File: config.mk
export PLATFORM = sky130hd
export DESIGN_NAME = skft_cell
export DESIGN_NICKNAME = d
export VERILOG_FILES = /design/src/sv/skft_pkg.sv /design/src/sv/skft_cell.sv
export SDC_FILE = /design/constraint.sdc
export NUM_CORES = 1
export LEC_CHECK = 0
export ABC_AREA = 1
export BUFFER_PORTS_ARGS = -buffer_cell sky130_fd_sc_hd__buf_2
export CORE_UTILIZATION = 45
export CTS_CLUSTER_SIZE = 40
export DETAILED_ROUTE_END_ITERATION = 12
export PLACE_DENSITY = 0.9
export SETUP_SLACK_MARGIN = 0.1
export SYNTH_ARGS = -nofsm -noshare
export SYNTH_HDL_FRONTEND = slang
export SYNTH_SLANG_ARGS = --single-unit
File: constraint.sdc
create_clock -name clk -period 2.62 [get_ports clk]
set_input_delay 0.262 -clock clk [delete_from_list [all_inputs] [get_ports clk]]
set_output_delay 0.262 -clock clk [all_outputs]
set_load 0.02 [all_outputs]
File: src/sv/skft_pkg.sv
// Shared types and constants for the sorted keyframe table.
// No dependencies; imported by the interfaces, the cell and the top level.
`default_nettype none
package skft_pkg;

	localparam int FRAME_W   = 32;
	localparam int CMD_W     = 3;
	localparam int IDX_OUT_W = 6;
	localparam int CNT_OUT_W = 7;

	typedef enum logic [CMD_W-1:0] {
		CMD_INSERT  = 3'd0,
		CMD_REMOVE  = 3'd1,
		CMD_FIND    = 3'd2,
		CMD_NEXT    = 3'd3,
		CMD_PREV    = 3'd4,
		CMD_CLOSEST = 3'd5
	} cmd_t;

	typedef enum logic [1:0] {
		STS_OK        = 2'd0,
		STS_NOT_FOUND = 2'd1,
		STS_FULL      = 2'd2
	} status_t;

	typedef enum logic [3:0] {
		ST_IDLE = 4'b0001,
		ST_CMP  = 4'b0010,
		ST_SEL  = 4'b0100,
		ST_EXEC = 4'b1000
	} state_t;

	typedef struct packed {
		logic cmp;
		logic ins;
		logic rem;
	} cell_ctrl_t;

	typedef struct packed {
		logic valid;
		logic g;
		logic e;
		logic eq;
	} cell_flags_t;

endpackage
`default_nettype wire

File: src/sv/skft_cell.sv
// One slot of the sorted key row: holds a key, compares it with the broadcast
// frame and shifts to or from its neighbours on insert and remove. Uses skft_pkg.
`default_nettype none
module skft_cell
	import skft_pkg::*;
(
	input  wire logic               clk,
	input  wire logic               arst_n,
	input  wire cell_ctrl_t         ctrl,
	input  wire logic [FRAME_W-1:0] frame,
	input  wire logic [FRAME_W-1:0] left_key,
	input  wire logic               left_valid,
	input  wire logic               left_g,
	input  wire logic [FRAME_W-1:0] right_key,
	input  wire logic               right_valid,
	output logic [FRAME_W-1:0]      key,
	output cell_flags_t             flags
);

	logic [FRAME_W-1:0] key_q;
	logic               valid_q;
	logic               g_q;
	logic               e_q;
	logic               eq_q;

	always_ff @(posedge clk) begin
		if (ctrl.ins && g_q) begin
			key_q <= left_g ? left_key : frame;
		end else if (ctrl.rem && e_q) begin
			key_q <= right_key;
		end
	end

	always_ff @(posedge clk or negedge arst_n) begin
		if (!arst_n) begin
			valid_q <= 1'b0;
			g_q     <= 1'b0;
			e_q     <= 1'b0;
			eq_q    <= 1'b0;
		end else begin
			if (ctrl.ins && g_q) begin
				valid_q <= left_valid;
			end else if (ctrl.rem && e_q) begin
				valid_q <= right_valid;
			end
			if (ctrl.cmp) begin
				g_q  <= !valid_q || ($signed(key_q) > $signed(frame));
				e_q  <= !valid_q || ($signed(key_q) >= $signed(frame));
				eq_q <= valid_q && (key_q == frame);
			end
		end
	end

	assign key         = key_q;
	assign flags.valid = valid_q;
	assign flags.g     = g_q;
	assign flags.e     = e_q;
	assign flags.eq    = eq_q;

endmodule
`default_nettype wire

Word level (Yosys, flattened, before mapping)
Cells that the tools add are included.
- register bits after elaboration: 36
- bits of input ports: 104
- output and inout bits: 36
- word-level logic and storage cells: 20
- magnitude comparators: 2
- equality and inequality tests: 1
- mux-type cells: 5
- reductions and logical operators: 7
- operator list (cell ; count):
    $mux W32 ; 3
    $eq A32 B32 Y1 ; 1
    $ge A32 B32 Y1 ; 1
    $gt A32 B32 Y1 ; 1
    $logic_and A1 B1 Y1 ; 3
    $logic_or A1 B1 Y1 ; 2
    $mux W1 ; 2
    $reduce_bool A2 Y1 ; 1
    $logic_not A1 Y1 ; 1

Depth between registers and ports, before layout
- depth in word-level cells: 3
- mapped depth: 17
- mapped depth without buffers: 17

Worst setup path after synthesis
OpenSTA, ideal clock, no wires.
- kind: register to register
- start: register key_q[31], in the netlist key[31]
- end: register e_q
- library setup time: 0.113 ns
- data arrival time: 1.557 ns
- required time: 2.507 ns
- setup slack: 0.950 ns
- cell stages (with the launch flop): 12
- path buffers: 0
- period minus slack after synthesis: 1.670 ns
- path through: edfxtp_1 ha_1 nand2_2 a21oi_1 nor3_1 nand2_1 a21oi_1 nand2_1 nand2_1 nand3_1 nand2_1 inv_1
- longest elaborated chain between the ends: 2
- ends and longest elaborated chain (what ; RTL line ; RTL):
    start, declared ; skft_cell.sv:20 ; logic [FRAME_W-1:0] key_q;
    start signal, assigned ; skft_cell.sv:28 ; key_q <= left_g ? left_key : frame;
    start signal, assigned ; skft_cell.sv:30 ; key_q <= right_key;
    $ge A32 B32 Y1 ; skft_cell.sv:48 ; e_q <= !valid_q || ($signed(key_q) >= $signed(frame));
    $logic_or A1 B1 Y1 ; skft_cell.sv:48 ;
    end signal, assigned ; skft_cell.sv:48 ;
    end, declared ; skft_cell.sv:23 ; logic e_q;
Every way passes these cells.
A chain may end at the register's enable or synchronous reset.

Worst setup path after layout
- start: register g_q
- end: register key_q[4], in the netlist key[4], data pin
- longest elaborated chain between the ends: 2
- ends and longest elaborated chain (what ; RTL line ; RTL):
    start, declared ; skft_cell.sv:22 ; logic g_q;
    start signal, assigned ; skft_cell.sv:47 ; g_q <= !valid_q || ($signed(key_q) > $signed(frame));
    $logic_and A1 B1 Y1 ; skft_cell.sv:27 ; if (ctrl.ins && g_q) begin
    $mux W32 ; skft_cell.sv:27 ;
Every way passes these cells.

==> summary.md <==
| Metric | Value |
|---|---|
| Outcome | finished clean |
| Drt total wl | 7510 um |
| Top Ports | 140 |
| Yosys reg bits | 36 |
| Full die area | 6410 sq um |
| Setup bufs post-CTS | 0 |
| First-pass GRT wire length | 11700 um |
| Filler Cell Count | 535 |
| Seq pwr share | 36.7% |
| # rows | 28 |
| Syn nets | 499 |
| Sw Ratio | 42.5% |
| Max-slew headroom | 33.4% |
| Post-CTS Resized | 0 |
| I/O Buffers | 139 |
| Core Box Area | 5890 sq um |
| Synth area leader | edfxtp_1 |
| Final Hold Viols | 0 |
| Nets | 633 |
| Period minus WS final | 1.88 ns |
| Leak | 1.92 nW |
| Period utilization | 71.7% |
| Clock insertion delay at the later pin of the skew report | 0.29 ns |
| Seq/Total Area, Yosys | 38.7% |
| Synth Instances | 363 |
| Worst R2R Setup Slack | 0.74 ns |
| CP Capture Type | flop |
| Commonest non-fill, non-tap cell in the layout | buf_2 |
| Drt drc | 0 |
| H-tree lvl count | 2 |
| Power Dens Cells | 744 nW/um^2 |
| Area occupied by multi-input gates | 1410 sq um |
| Clock Skew | 0.00241 ns |
| Worst Setup Path Type | flop to flop |
| Dpl cell area | 3470 sq um |
| Initial core utilization | 46.6% |
| Initial antenna violation count | 0 |
| CTS Hold Bufs | 1 |
| Synth Warn # | 0 |
| Largest net degree at the start of global routing | 34 |
| Maximum vdd drop | 0.000342 V |
| Synth top area share | 35.0% |
| CTS buffer count | 5 |
| Synth top area cells | edfxtp_1 (35%), ha_1 (15%), a21oi_1 (14%) |
| Root buffer cell | clkbuf_8 |
| Critical path peak fanout | 33 |
| Pwr Total | 0.00265 W |
| Crit start category | flop |
| Area grow syn2layout | 30.0% |
| Final Max Tran Viols | 0 |
| Clock sink count | 36 |
| Average cell area after synthesis | 7.56 sq um |
| Actual transition at the worst max-transition pin | 0.999 ns |
| All-Layer GR Usage | 23.6% |
| Maxcap violations | 0 |
| Clock transition at the registers of the reported paths | 0.07 ns |
| Vias in the first global route | 2847 |
| Final Cell Area | 3560 sq um |
| Mapped cell area | 2740 sq um |
| Wire per inst | 13.1 um |
| Via density | 5.03 |
| RSZ-0062 raised after global routing | no |
| Most frequent cells in the layout | buf_2 (139), nand2_1 (82), a21oi_1 (78) |
| Critical Path RT | 2.65 ns |
| Die W | 80.1 um |
| FF/Latch Area | 1060 sq um |
| Layout cells sized above 1 | 32.3% |
| Post-DP HPWL | 5840 um |
| Routed vias | 2883 |
| Post-synthesis cell type count | 22 |
| Antenna Nets Post-Route | 0 |
| P_int | 0.00152 W |
| Worst Hold Class | input port to flop |
| Max Freq | 532 MHz |
| Global route overflow | 0 |
| Pre-antenna DRT Iters | 4 |
| Critical path arrival | 1.91 ns |
| CTS max path bufs | 2 |
| TritonCTS clock tree | done |
| Final setup TNS | 0 ns |
| Worst hold slack | 0.272 ns |
| GPL Wtd Cong | 0.901 |
| Die Ht | 80.1 um |
| Antenna fix cells | 0 |
| Finish-stage setup viols | 0 |
| DR iter-0 viols | 138 |
| Sw Pwr | 0.00113 W |
| Clock power share | 14.9% |
| Gate power share | 48.5% |
[per-layer routing]
| layer | track usage [%] | vias to the layer above | part of all wire [%] | wire length, um |
|---|---|---|---|---|
| met5 | 0 | - | 0 | 0 |
| met4 | 9.11 | 0 | 1.3 | 99 |
| met3 | 2.84 | 11 | 4.3 | 321 |
| met2 | 45.0 | 89 | 54 | 4080 |
| met1 | 26.4 | 1323 | 40 | 3010 |
| li1 | - | 1460 | - | - |
[critical path: stages, from the launching register on]
cell     delay, ns
dfrtp_1       0.40
nand2_1       0.50
inv_2         0.44
nor2_1        0.20
a21oi_1       0.07
[power groups by stage]
| stage | clock (W) | sequential (W) | combinational, W |
|---|---|---|---|
| after floorplan | 0 | 0.00117 | 0.000689 |
| after global placement | 0 | 0.000975 | 0.00123 |
| after detailed placement | 0 | 0.000984 | 0.00128 |
| after CTS | 0.000398 | 0.000972 | 0.00129 |
| after global routing | 0.000418 | 0.000991 | 0.00145 |
| final | 0.000394 | 0.000973 | 0.00129 |
[logic make-up after synthesis]
| family | after synthesis | share of synthesized area [%] |
|---|---|---|
| AO/OA/AOI/OAI | 85 | 15.7 |
| buffers and inverters | 66 | 9.90 |
| adder cells (fa/ha/maj) | 32 | 14.6 |
| flip-flops | 36 | 38.7 |
| AND/OR/NAND/NOR | 144 | 21.1 |
[Yosys cell counts]
| master | instances |
|---|---|
| ha_1 | 32 |
| inv_1 | 43 |
| a21o_1 | 1 |
| edfxtp_1 | 32 |
| o21ai_0 | 3 |
| nor3_1 | 1 |
| a21oi_1 | 78 |
| o21ai_1 | 2 |
| nand2_1 | 82 |
| or2_2 | 2 |
| nor2_1 | 44 |
| o21a_1 | 1 |
| buf_2 | 7 |
| nand4_1 | 2 |
| nor2_2 | 1 |
| dfrtp_1 | 4 |
| clkbuf_1 | 6 |
| buf_4 | 4 |
| nand3_1 | 8 |
| nor2_4 | 1 |
| inv_2 | 6 |
| nand2_2 | 3 |
[worst paths after layout]
check,depth (start not counted),start,end
max,4,g_q,key[4]
min,3,right_valid,valid_q
max reg2reg,4,g_q,key[4]
min reg2reg,2,eq_q,eq_q
max in group asynchronous,2,arst_n,g_q
min in group asynchronous,2,arst_n,eq_q
[through the flow]
step                utilization (%)  worst slack, ns  instances
detailed placement             59.0            0.765        564
global route                   60.6            0.537        573
global placement               59.0            0.853        564
floorplan                         -            0.950        363
finish                         60.6            0.742        573
CTS                            60.6            0.759        573
[area by class of cell]
| class | instances | area share [%] |
|---|---|---|
| flip-flops and latches | 36 | 29.8 |
| clock buffers | 8 | 2.25 |
| inverters | 49 | 5.16 |
| repair buffers | 144 | 20.6 |
| well taps | 75 | 2.63 |
| multi-input cells | 261 | 39.6 |
[sequential cells by signal (all words and copies together) (netlist names)]
signal and flops:
eq_q 1, valid_q 1, e_q 1, key 32
g_q 1
No activity file was read; power rests on OpenSTA's default activity.
